$ cat src/rtl/ubq_pkg.sv
package ubq_pkg;

   localparam int unsigned KindWidth = 3;
   localparam int unsigned ByteWidth = 8;
   localparam int unsigned RspWidth  = 48;

   localparam logic [ByteWidth-1:0] CrByte   = 8'h0D;
   localparam logic [ByteWidth-1:0] LineMax  = 8'hFF;

   typedef enum logic [KindWidth-1:0] {
      KIND_RX       = 3'd0,
      KIND_TX_READY = 3'd1,
      KIND_PUT      = 3'd2,
      KIND_GET      = 3'd3,
      KIND_LINE_ACK = 3'd4
   } kind_type;

   typedef enum logic {
      ST_IDLE = 1'b0,
      ST_RESP = 1'b1
   } state_type;

   typedef struct packed {
      logic push;
      logic pop;
   } ring_ctl_type;

   typedef struct packed {
      logic full;
      logic empty;
   } ring_stat_type;

endpackage

$ cat src/rtl/uart_buffered_rx_tx_queues.sv
// Buffered serial port engine with a receive ring and a transmit ring.
// Input channel req_*: one event per item. req_tuser carries the event kind
// (receive, transmitter ready, put, get, line acknowledge), req_tdata the
// byte. Result channel rsp_*: exactly one item per event, carrying the byte
// sent to the transmitter, the byte read by software, and the status after
// the event (tx busy, ring levels, pending lines, sticky overflow).
// An accepted event is handled in a response state: the ring read is registered,
// then the result is registered into the output register and rsp_tvalid rises;
// no new event is accepted until the block is back in the idle state.
// Each ring is one BUF_DEPTH x 8 synchronous memory with separate read and write ports.
// Reset clears pointers, levels, line count, overflow and the transmit-on
// flag; ring contents are not cleared and need no clearing pass.
// When the receiver stalls, the result holds in the output register and no
// new event is accepted until it is taken; a result taken in the same cycle
// lets the next event in at once.
module uart_buffered_rx_tx_queues #(
   parameter int unsigned BUF_DEPTH = 128
) (
   input  logic        clock,
   input  logic        reset,
   input  logic        req_tvalid,
   output logic        req_tready,
   input  logic [7:0]  req_tdata,   // [7:0] data_byte
   input  logic [2:0]  req_tuser,   // [2:0] kind
   output logic        rsp_tvalid,
   input  logic        rsp_tready,
   // [0] tx_valid, [8:1] tx_byte, [9] read_valid, [17:10] read_byte,
   // [18] tx_busy, [26:19] rx_level, [34:27] tx_level,
   // [42:35] lines_pending, [43] overflow, [47:44] zero
   output logic [47:0] rsp_tdata
);
   import ubq_pkg::*;

   localparam int unsigned FillWidth = $clog2(BUF_DEPTH + 1);

   state_type            state_ff, state_in;
   logic                 tx_on_ff, tx_on_in;
   logic [ByteWidth-1:0] line_cnt_ff, line_cnt_in;
   logic                 ovf_ff, ovf_in;
   logic                 pend_txv_ff, pend_txv_in;
   logic                 pend_from_mem_ff, pend_from_mem_in;
   logic                 pend_rdv_ff, pend_rdv_in;
   logic [ByteWidth-1:0] pend_byte_ff, pend_byte_in;
   logic                 rsp_valid_ff, rsp_valid_in;
   logic [RspWidth-1:0]  rsp_data_ff, rsp_data_in;

   ring_ctl_type         rx_ctl, tx_ctl;
   ring_stat_type        rx_stat, tx_stat;
   logic [ByteWidth-1:0] rx_rdata, tx_rdata;
   logic [FillWidth-1:0] rx_fill, tx_fill;
   logic                 req_fire;
   kind_type             kind;
   logic [ByteWidth-1:0] data_byte;
   logic [ByteWidth-1:0] tx_byte, read_byte;

   ubq_ring #(.DEPTH(BUF_DEPTH)) u_rx_ring (
      .clock (clock),
      .reset (reset),
      .ctl   (rx_ctl),
      .wdata (data_byte),
      .rdata (rx_rdata),
      .fill  (rx_fill),
      .stat  (rx_stat)
   );

   ubq_ring #(.DEPTH(BUF_DEPTH)) u_tx_ring (
      .clock (clock),
      .reset (reset),
      .ctl   (tx_ctl),
      .wdata (data_byte),
      .rdata (tx_rdata),
      .fill  (tx_fill),
      .stat  (tx_stat)
   );

   assign req_tready = (state_ff == ST_IDLE) && (!rsp_valid_ff || rsp_tready);
   assign req_fire   = req_tvalid && req_tready;
   assign kind       = kind_type'(req_tuser);
   assign data_byte  = req_tdata;

   assign tx_byte   = pend_txv_ff ? (pend_from_mem_ff ? tx_rdata : pend_byte_ff) : '0;
   assign read_byte = pend_rdv_ff ? rx_rdata : '0;

   always_comb begin
      state_in         = state_ff;
      tx_on_in         = tx_on_ff;
      line_cnt_in      = line_cnt_ff;
      ovf_in           = ovf_ff;
      pend_txv_in      = pend_txv_ff;
      pend_from_mem_in = pend_from_mem_ff;
      pend_rdv_in      = pend_rdv_ff;
      pend_byte_in     = pend_byte_ff;
      rsp_valid_in     = rsp_valid_ff && !rsp_tready;
      rsp_data_in      = rsp_data_ff;
      rx_ctl           = '0;
      tx_ctl           = '0;

      unique case (state_ff)
         ST_IDLE: begin
            if (req_fire) begin
               pend_txv_in      = 1'b0;
               pend_from_mem_in = 1'b0;
               pend_rdv_in      = 1'b0;
               pend_byte_in     = data_byte;
               state_in         = ST_RESP;
               unique case (kind)
                  KIND_RX: begin
                     if (rx_stat.full) begin
                        ovf_in = 1'b1;
                     end else begin
                        rx_ctl.push = 1'b1;
                        if (data_byte == CrByte && line_cnt_ff != LineMax) begin
                           line_cnt_in = line_cnt_ff + 1'b1;
                        end
                     end
                  end
                  KIND_TX_READY: begin
                     if (tx_stat.empty) begin
                        tx_on_in = 1'b0;
                     end else begin
                        tx_ctl.pop       = 1'b1;
                        pend_txv_in      = 1'b1;
                        pend_from_mem_in = 1'b1;
                     end
                  end
                  KIND_PUT: begin
                     if (tx_on_ff) begin
                        if (tx_stat.full) begin
                           ovf_in = 1'b1;
                        end else begin
                           tx_ctl.push = 1'b1;
                        end
                     end else begin
                        // idle transmitter: send straight through
                        pend_txv_in = 1'b1;
                        tx_on_in    = 1'b1;
                     end
                  end
                  KIND_GET: begin
                     if (!rx_stat.empty) begin
                        rx_ctl.pop  = 1'b1;
                        pend_rdv_in = 1'b1;
                     end
                  end
                  KIND_LINE_ACK: begin
                     line_cnt_in = '0;
                  end
                  default: begin
                  end
               endcase
            end
         end
         ST_RESP: begin
            // ring read data is valid now; status registers already updated
            rsp_valid_in = 1'b1;
            rsp_data_in  = {4'b0000,
                            ovf_ff,
                            line_cnt_ff,
                            ByteWidth'(tx_fill),
                            ByteWidth'(rx_fill),
                            tx_on_ff,
                            read_byte,
                            pend_rdv_ff,
                            tx_byte,
                            pend_txv_ff};
            state_in     = ST_IDLE;
         end
         default: begin
            state_in = ST_IDLE;
         end
      endcase
   end

   always_ff @(posedge clock) begin
      if (reset) begin
         state_ff     <= ST_IDLE;
         tx_on_ff     <= 1'b0;
         line_cnt_ff  <= '0;
         ovf_ff       <= 1'b0;
         rsp_valid_ff <= 1'b0;
      end else begin
         state_ff     <= state_in;
         tx_on_ff     <= tx_on_in;
         line_cnt_ff  <= line_cnt_in;
         ovf_ff       <= ovf_in;
         rsp_valid_ff <= rsp_valid_in;
      end
   end

   always_ff @(posedge clock) begin
      pend_txv_ff      <= pend_txv_in;
      pend_from_mem_ff <= pend_from_mem_in;
      pend_rdv_ff      <= pend_rdv_in;
      pend_byte_ff     <= pend_byte_in;
      rsp_data_ff      <= rsp_data_in;
   end

   assign rsp_tvalid = rsp_valid_ff;
   assign rsp_tdata  = rsp_data_ff;

endmodule

$ cat src/rtl/ubq_ring.sv
module ubq_ring #(
   parameter int unsigned DEPTH = 128
) (
   input  logic                         clock,
   input  logic                         reset,
   input  ubq_pkg::ring_ctl_type        ctl,
   input  logic [7:0]                   wdata,
   output logic [7:0]                   rdata,
   output logic [$clog2(DEPTH+1)-1:0]   fill,
   output ubq_pkg::ring_stat_type       stat
);
   import ubq_pkg::*;

   localparam int unsigned PtrWidth  = $clog2(DEPTH);
   localparam int unsigned FillWidth = $clog2(DEPTH + 1);

   logic [ByteWidth-1:0] mem_ff [DEPTH];
   logic [ByteWidth-1:0] rdata_ff;
   logic [PtrWidth-1:0]  wr_ptr_ff, wr_ptr_in;
   logic [PtrWidth-1:0]  rd_ptr_ff, rd_ptr_in;
   logic [FillWidth-1:0] fill_ff, fill_in;

   // wrap at the last entry, depth need not be a power of two
   always_comb begin
      wr_ptr_in = wr_ptr_ff;
      rd_ptr_in = rd_ptr_ff;
      fill_in   = fill_ff;
      if (ctl.push) begin
         wr_ptr_in = (wr_ptr_ff == PtrWidth'(DEPTH - 1)) ? '0 : wr_ptr_ff + 1'b1;
      end
      if (ctl.pop) begin
         rd_ptr_in = (rd_ptr_ff == PtrWidth'(DEPTH - 1)) ? '0 : rd_ptr_ff + 1'b1;
      end
      if (ctl.push && !ctl.pop) begin
         fill_in = fill_ff + 1'b1;
      end else if (ctl.pop && !ctl.push) begin
         fill_in = fill_ff - 1'b1;
      end
   end

   always_ff @(posedge clock) begin
      if (reset) begin
         wr_ptr_ff <= '0;
         rd_ptr_ff <= '0;
         fill_ff   <= '0;
      end else begin
         wr_ptr_ff <= wr_ptr_in;
         rd_ptr_ff <= rd_ptr_in;
         fill_ff   <= fill_in;
      end
   end

   always_ff @(posedge clock) begin
      if (ctl.push) begin
         mem_ff[wr_ptr_ff] <= wdata;
      end
      if (ctl.pop) begin
         rdata_ff <= mem_ff[rd_ptr_ff];
      end
   end

   assign rdata      = rdata_ff;
   assign fill       = fill_ff;
   assign stat.full  = (fill_ff == FillWidth'(DEPTH));
   assign stat.empty = (fill_ff == '0);

endmodule

$ cat config.mk
export PLATFORM = sky130hd
export DESIGN_NAME = uart_buffered_rx_tx_queues
export DESIGN_NICKNAME = d
export VERILOG_FILES = /design/src/rtl/ubq_pkg.sv /design/src/rtl/uart_buffered_rx_tx_queues.sv /design/src/rtl/ubq_ring.sv
export SDC_FILE = /design/constraint.sdc
export NUM_CORES = 2
export LEC_CHECK = 0
export ABC_AREA = 1
export BUFFER_PORTS_ARGS = -buffer_cell sky130_fd_sc_hd__buf_2
export CORE_MARGIN = 2
export CORE_UTILIZATION = 50
export CTS_BUF_LIST = sky130_fd_sc_hd__clkbuf_8
export DETAILED_ROUTE_END_ITERATION = 12
export PLACE_DENSITY = 0.73
export SYNTH_ARGS = -nofsm -noshare
export SYNTH_HDL_FRONTEND = slang
export SYNTH_SLANG_ARGS = --single-unit
export TNS_END_PERCENT = 1
$ cat constraint.sdc
create_clock -name clock -period 4.9 [get_ports clock]
set_input_delay 0.245 -clock clock [delete_from_list [all_inputs] [get_ports clock]]
set_output_delay 0.245 -clock clock [all_outputs]
set_load 0.01 [all_outputs]
==> results <==
- The run finished with clean final reports.
- The placement row count is 158.
- From synthesis to final layout, the design area changed by 9.76%.
- The number of synthesized register bits is 2,175.
- The netlist area before placement is 92,800 sq um.
- The total wire length is 239 mm.
- The worst hold-check path type is in -> reg.
- The endpoint type of the worst setup path is a flop.
- Detailed routing placed a total of 23.1 mm of wire on met3.
- The maximum count of clock buffers along a single path is 4.
- The average cell area after synthesis is 10.5 sq um.
- The leakage power summed over all cells is 40.0 nW.
- For the final database, setup skew stands at 0.117 ns.
- For the pin with the worst max-slew slack, the measured transition is 1.26 ns.
- For flop-to-flop paths, the worst setup slack is 1.07 ns.
- The remaining design rule violation count is 0.
- The depth of the most critical reg-to-reg path is 15.
- The kind of critical path is reg -> reg.
- The worst setup path is launched from a flop.
- The most critical setup path has its endpoint at u_rx_ring.fill[6]$_SDFFE_PP0P_.
- Dividing the detail-routed via count by the number of cells gives 5.43.
- The cell family contributing the most delay on the critical path is compound AO/OA/AOI/OAI gates.
- The detailed router finished its first iteration with 7,681 violations.
- The routed design could run at a clock period as short as 3.83 ns.
- The net count reported at finish is 9,020.
- The critical path goes through a21oi_4, nand2_2, inv_2, nand2_1, inv_1, ha_1, inv_1, ha_1, nand2_1, o21ai_0, a21oi_1, o21ai_0, nor2_1, o21ai_0, inv_1.
- The synthesized netlist contains 41 unique library cells.
- The number of hold violations in the final report is 0.
- The horizontal die dimension is 435 um.
- The H-tree was split into 5 levels.
- The detailed router put a total of 95.4 mm of wire on met1.
- Setup repair after global routing left no endpoint under its margin.
- Yosys mapped a number of flops with a built-in enable equal to 2,119.
- In the detailed route, the total length drawn on met2 is 111 mm.
- The critical path runs through a total of 15 cells.
- Of the available clock period, the critical path in the final layout requires 78.1%.
- The power density over the cells is 353 nW/um^2.
- The largest fanout of any net on the critical path is 16.
- The most used flip-flop cell after synthesis is edfxtp_1.
- The async set-reset flop share out of synthesis is 0%.
- The initial antenna violation count is 7.
- The starting utilization of the core area is 50.2%.
- The count of buffer and inverter cells on the critical path is 4.
- After clock tree synthesis, the clock-pin slew on the worst setup and hold paths is 0.06 ns.
- Among all stages on the critical path, the largest delay is contributed by nand2_1.
- Timing would allow up to 0.261 GHz.
- The number of top-level pins is 65.
- The worst vdd rail ir drop is 293 uV.
- The delay of the slowest critical-path stage is 0.43 ns.
- The last weighted congestion value of the routability-driven placer is 0.909.
- The fraction of final layout cells sized beyond drive strength 1 is 7.19%.
- The highest layer used for signal routing is met5.
- Input and output buffers added on the ports amount to 60.
- The root buffer selected by CTS is clkbuf_8.
- The overall routing resource usage is 24.8%.
- Once placement finished, the instance area stood at 95,200 sq um.
- The detail route stage leaves a number of antenna-violating nets equal to 0.
- The floorplan step defined a core boundary enclosing 185,000 sq um.
- The remaining global-route overflow is 0.
- The pre-antenna-repair detailed-routing pass consisted of 8 iterations.
- The total number of vias is 63,700.
- Dividing the detail-routed wire length by the instance count gives 20.4 um.
- At the later pin of the worst-skew pair, clock insertion delay measures 1.09 ns.
- In this run, post-CTS repair resized a total of 0 instances.
- The worst endpoint data arrival time is 4.79 ns.
- The critical path data required time is 5.87 ns.
- The worst slew margin relative to its limit is 15.7%.
- The HPWL after detailed placement is 141 mm.
- The capturing point of the worst reg2reg path is u_rx_ring.fill[6]$_SDFFE_PP0P_.
- The number of clock sinks is 2,175.
- TritonCTS built the clock tree.
- Counting the fill cells in the layout gives 15,300.
- The first global-routing pass estimated 361 mm of wire.
- Tracing the worst setup path back leads to its startpoint at rsp_tvalid$_SDFF_PP0_.
- The floorplan step defined a die boundary enclosing 189,000 sq um.
- The total of warnings raised by yosys is 0.
- The number of global-route vias before repair is 61,600.
- Sequential elements use 69.8% of the synthesized area.
- The total clock buffers created by CTS is 355.
- The floorplan step set the die height to 435 um.
- The pin count of the biggest net entering global routing is 184.
- After routing the design area is 102,000 sq um.
- Across the run, the number of max-cap violations was 0.
- In this run the critical register-to-register path is launched from rsp_tvalid$_SDFF_PP0_.
- Summed over all failing endpoints, the final setup total negative slack is 0 ns.
- The number of slew-limit violations in the final report came to 0.
- The gate count of the mapped netlist is 8,877.
- The count of final setup violators is 0.
what timing repair did:
item / 4_1_cts / 5_1_grt
hold buffers: 20 / 0
setup buffers: 0 / 0
endpoints found under the hold margin: 580 / 0
worst reg2reg max path, cell delays in order (launching register included):
cell	delay [ns]
dfxtp_1	0.33
a21oi_4	0.19
nand2_2	0.18
inv_2	0.31
nand2_1	0.43
inv_1	0.35
ha_1	0.30
inv_1	0.17
ha_1	0.39
nand2_1	0.07
o21ai_0	0.26
a21oi_1	0.11
o21ai_0	0.28
nor2_1	0.08
o21ai_0	0.23
inv_1	0.08
flip-flops by register name (all words and copies together) (netlist names), 8 cells and up:
register          count
line_cnt_ff           8
u_rx_ring.mem_ff   1024
u_rx_ring.rdata       8
u_tx_ring.rdata       8
u_tx_ring.fill        8
u_tx_ring.mem_ff   1024
pend_byte_ff          8
u_rx_ring.fill        8
rsp_tdata            44
through the flow:
| step | std cells | setup slack [ns] | hold slack (ns) | utilization [%] | total power, mW |
|---|---|---|---|---|---|
| 2_1_floorplan | 8880 | 1.15 | 0.344 | - | 21.2 |
| 3_3_place_gp | 11100 | 1.12 | 0.454 | 51.5 | 21.8 |
| 3_5_place_dp | 11100 | 1.04 | 0.446 | 51.5 | 21.8 |
| 4_1_cts | 11700 | 1.14 | 0.0392 | 55.1 | 36.1 |
| 5_1_grt | 11700 | 0.771 | 0.102 | 55.1 | 36.9 |
| 6_report | 11700 | 1.07 | 0.141 | 55.1 | 35.9 |
cells by family (layout without fill, tap and decap cells):
kind of cell / Yosys count / after routing / share of synthesized area, %
other: 1 / 11 / 0.00404
buffers and inverters: 1326 / 1694 / 5.96
and+or+nand+nor: 4811 / 4811 / 20.9
AOI/OAI and AO/OA: 516 / 516 / 2.82
adders and majority gates: 21 / 21 / 0.299
DFF: 2175 / 2175 / 69.8
xor gates and xnor gates: 27 / 27 / 0.255
worst min-delay path by stage:
stage	from	end	slack (ns)	cells after the start
6_report	req_tdata[1]	u_tx_ring.mem_ff[105][1]$_DFFE_PP_	0.14	2
5_1_grt	req_tdata[1]	u_tx_ring.mem_ff[109][1]$_DFFE_PP_	0.10	2
4_1_cts	req_tdata[1]	u_tx_ring.mem_ff[109][1]$_DFFE_PP_	0.04	2
3_5_place_dp	line_cnt_ff[5]$_SDFFE_PP0P_	rsp_tdata[40]$_DFFE_PP_	0.45	0
3_3_place_gp	u_tx_ring.fill[3]$_SDFFE_PP0P_	rsp_tdata[30]$_DFFE_PP_	0.45	0
2_1_floorplan	req_tdata[0]	pend_byte_ff[0]$_DFFE_PP_	0.34	0
synth_stat cells (all sizes together) (3+ instances only):
cell type / instances / area (sq um)
a21oi: 81 / 417
edfxtp: 2119 / 63600
clkinv: 8 / 31.3
nand2: 2663 / 10000
nor3: 18 / 95.1
nand3: 884 / 4440
ha: 19 / 238
and3: 5 / 31.3
xnor2: 3 / 26.3
dfxtp: 56 / 1120
xor2: 24 / 210
nor2: 1226 / 4670
buf: 300 / 1670
inv: 863 / 3240
o21ai: 427 / 2140
clkbuf: 155 / 582
nand4: 10 / 62.6
where the power goes:
group	internal [mW]	switching [mW]	leakage, nW	total (mW)
Sequential	20.4	0.0314	19.5	20.5
Clock	7.47	7.07	3.70	14.5
Combinational	0.185	0.749	16.8	0.934
Total	28.1	7.85	40.0	35.9
cell usage in the layout (no fill, tap or decap), types with 11 or more instances in the layout:
cell              n
clkinv_1         85
nand3_1         880
xor2_1           24
dfxtp_1          49
nor3_1           15
buf_2            52
clkinv_2         41
dlygate4sd3_1    20
inv_1           966
bufinv_16        11
nor2_2           13
edfxtp_1       2119
o21ai_1          69
buf_12           19
a21oi_1          80
clkbuf_8        365
ha_1             19
nor2_1         1209
o21ai_0         358
nand2_1        2656
buf_4           103
layer usage:
| layer | vias up | GRT usage [%] |
|---|---|---|
| li1 | 29500 | - |
| met1 | 30500 | 33.3 |
| met2 | 3137 | 39.0 |
| met3 | 523 | 5.55 |
| met4 | 2 | 10.4 |
| met5 | - | 0 |
area by class of cell:
class | count | area, sq um | area share [%]
Sequential cell | 2175 | 64800 | 63.6
Multi-Input combinational cell | 5379 | 22500 | 22.1
Clock buffer | 365 | 5020 | 4.93
Inverter | 871 | 3300 | 3.24
Tap cell | 2480 | 3100 | 3.05
Timing Repair Buffer | 202 | 1730 | 1.70
Clock inverter | 256 | 1340 | 1.32
Antenna cell | 7 | 17.5 | 0.0172
(Power assumes the default switching activity.)
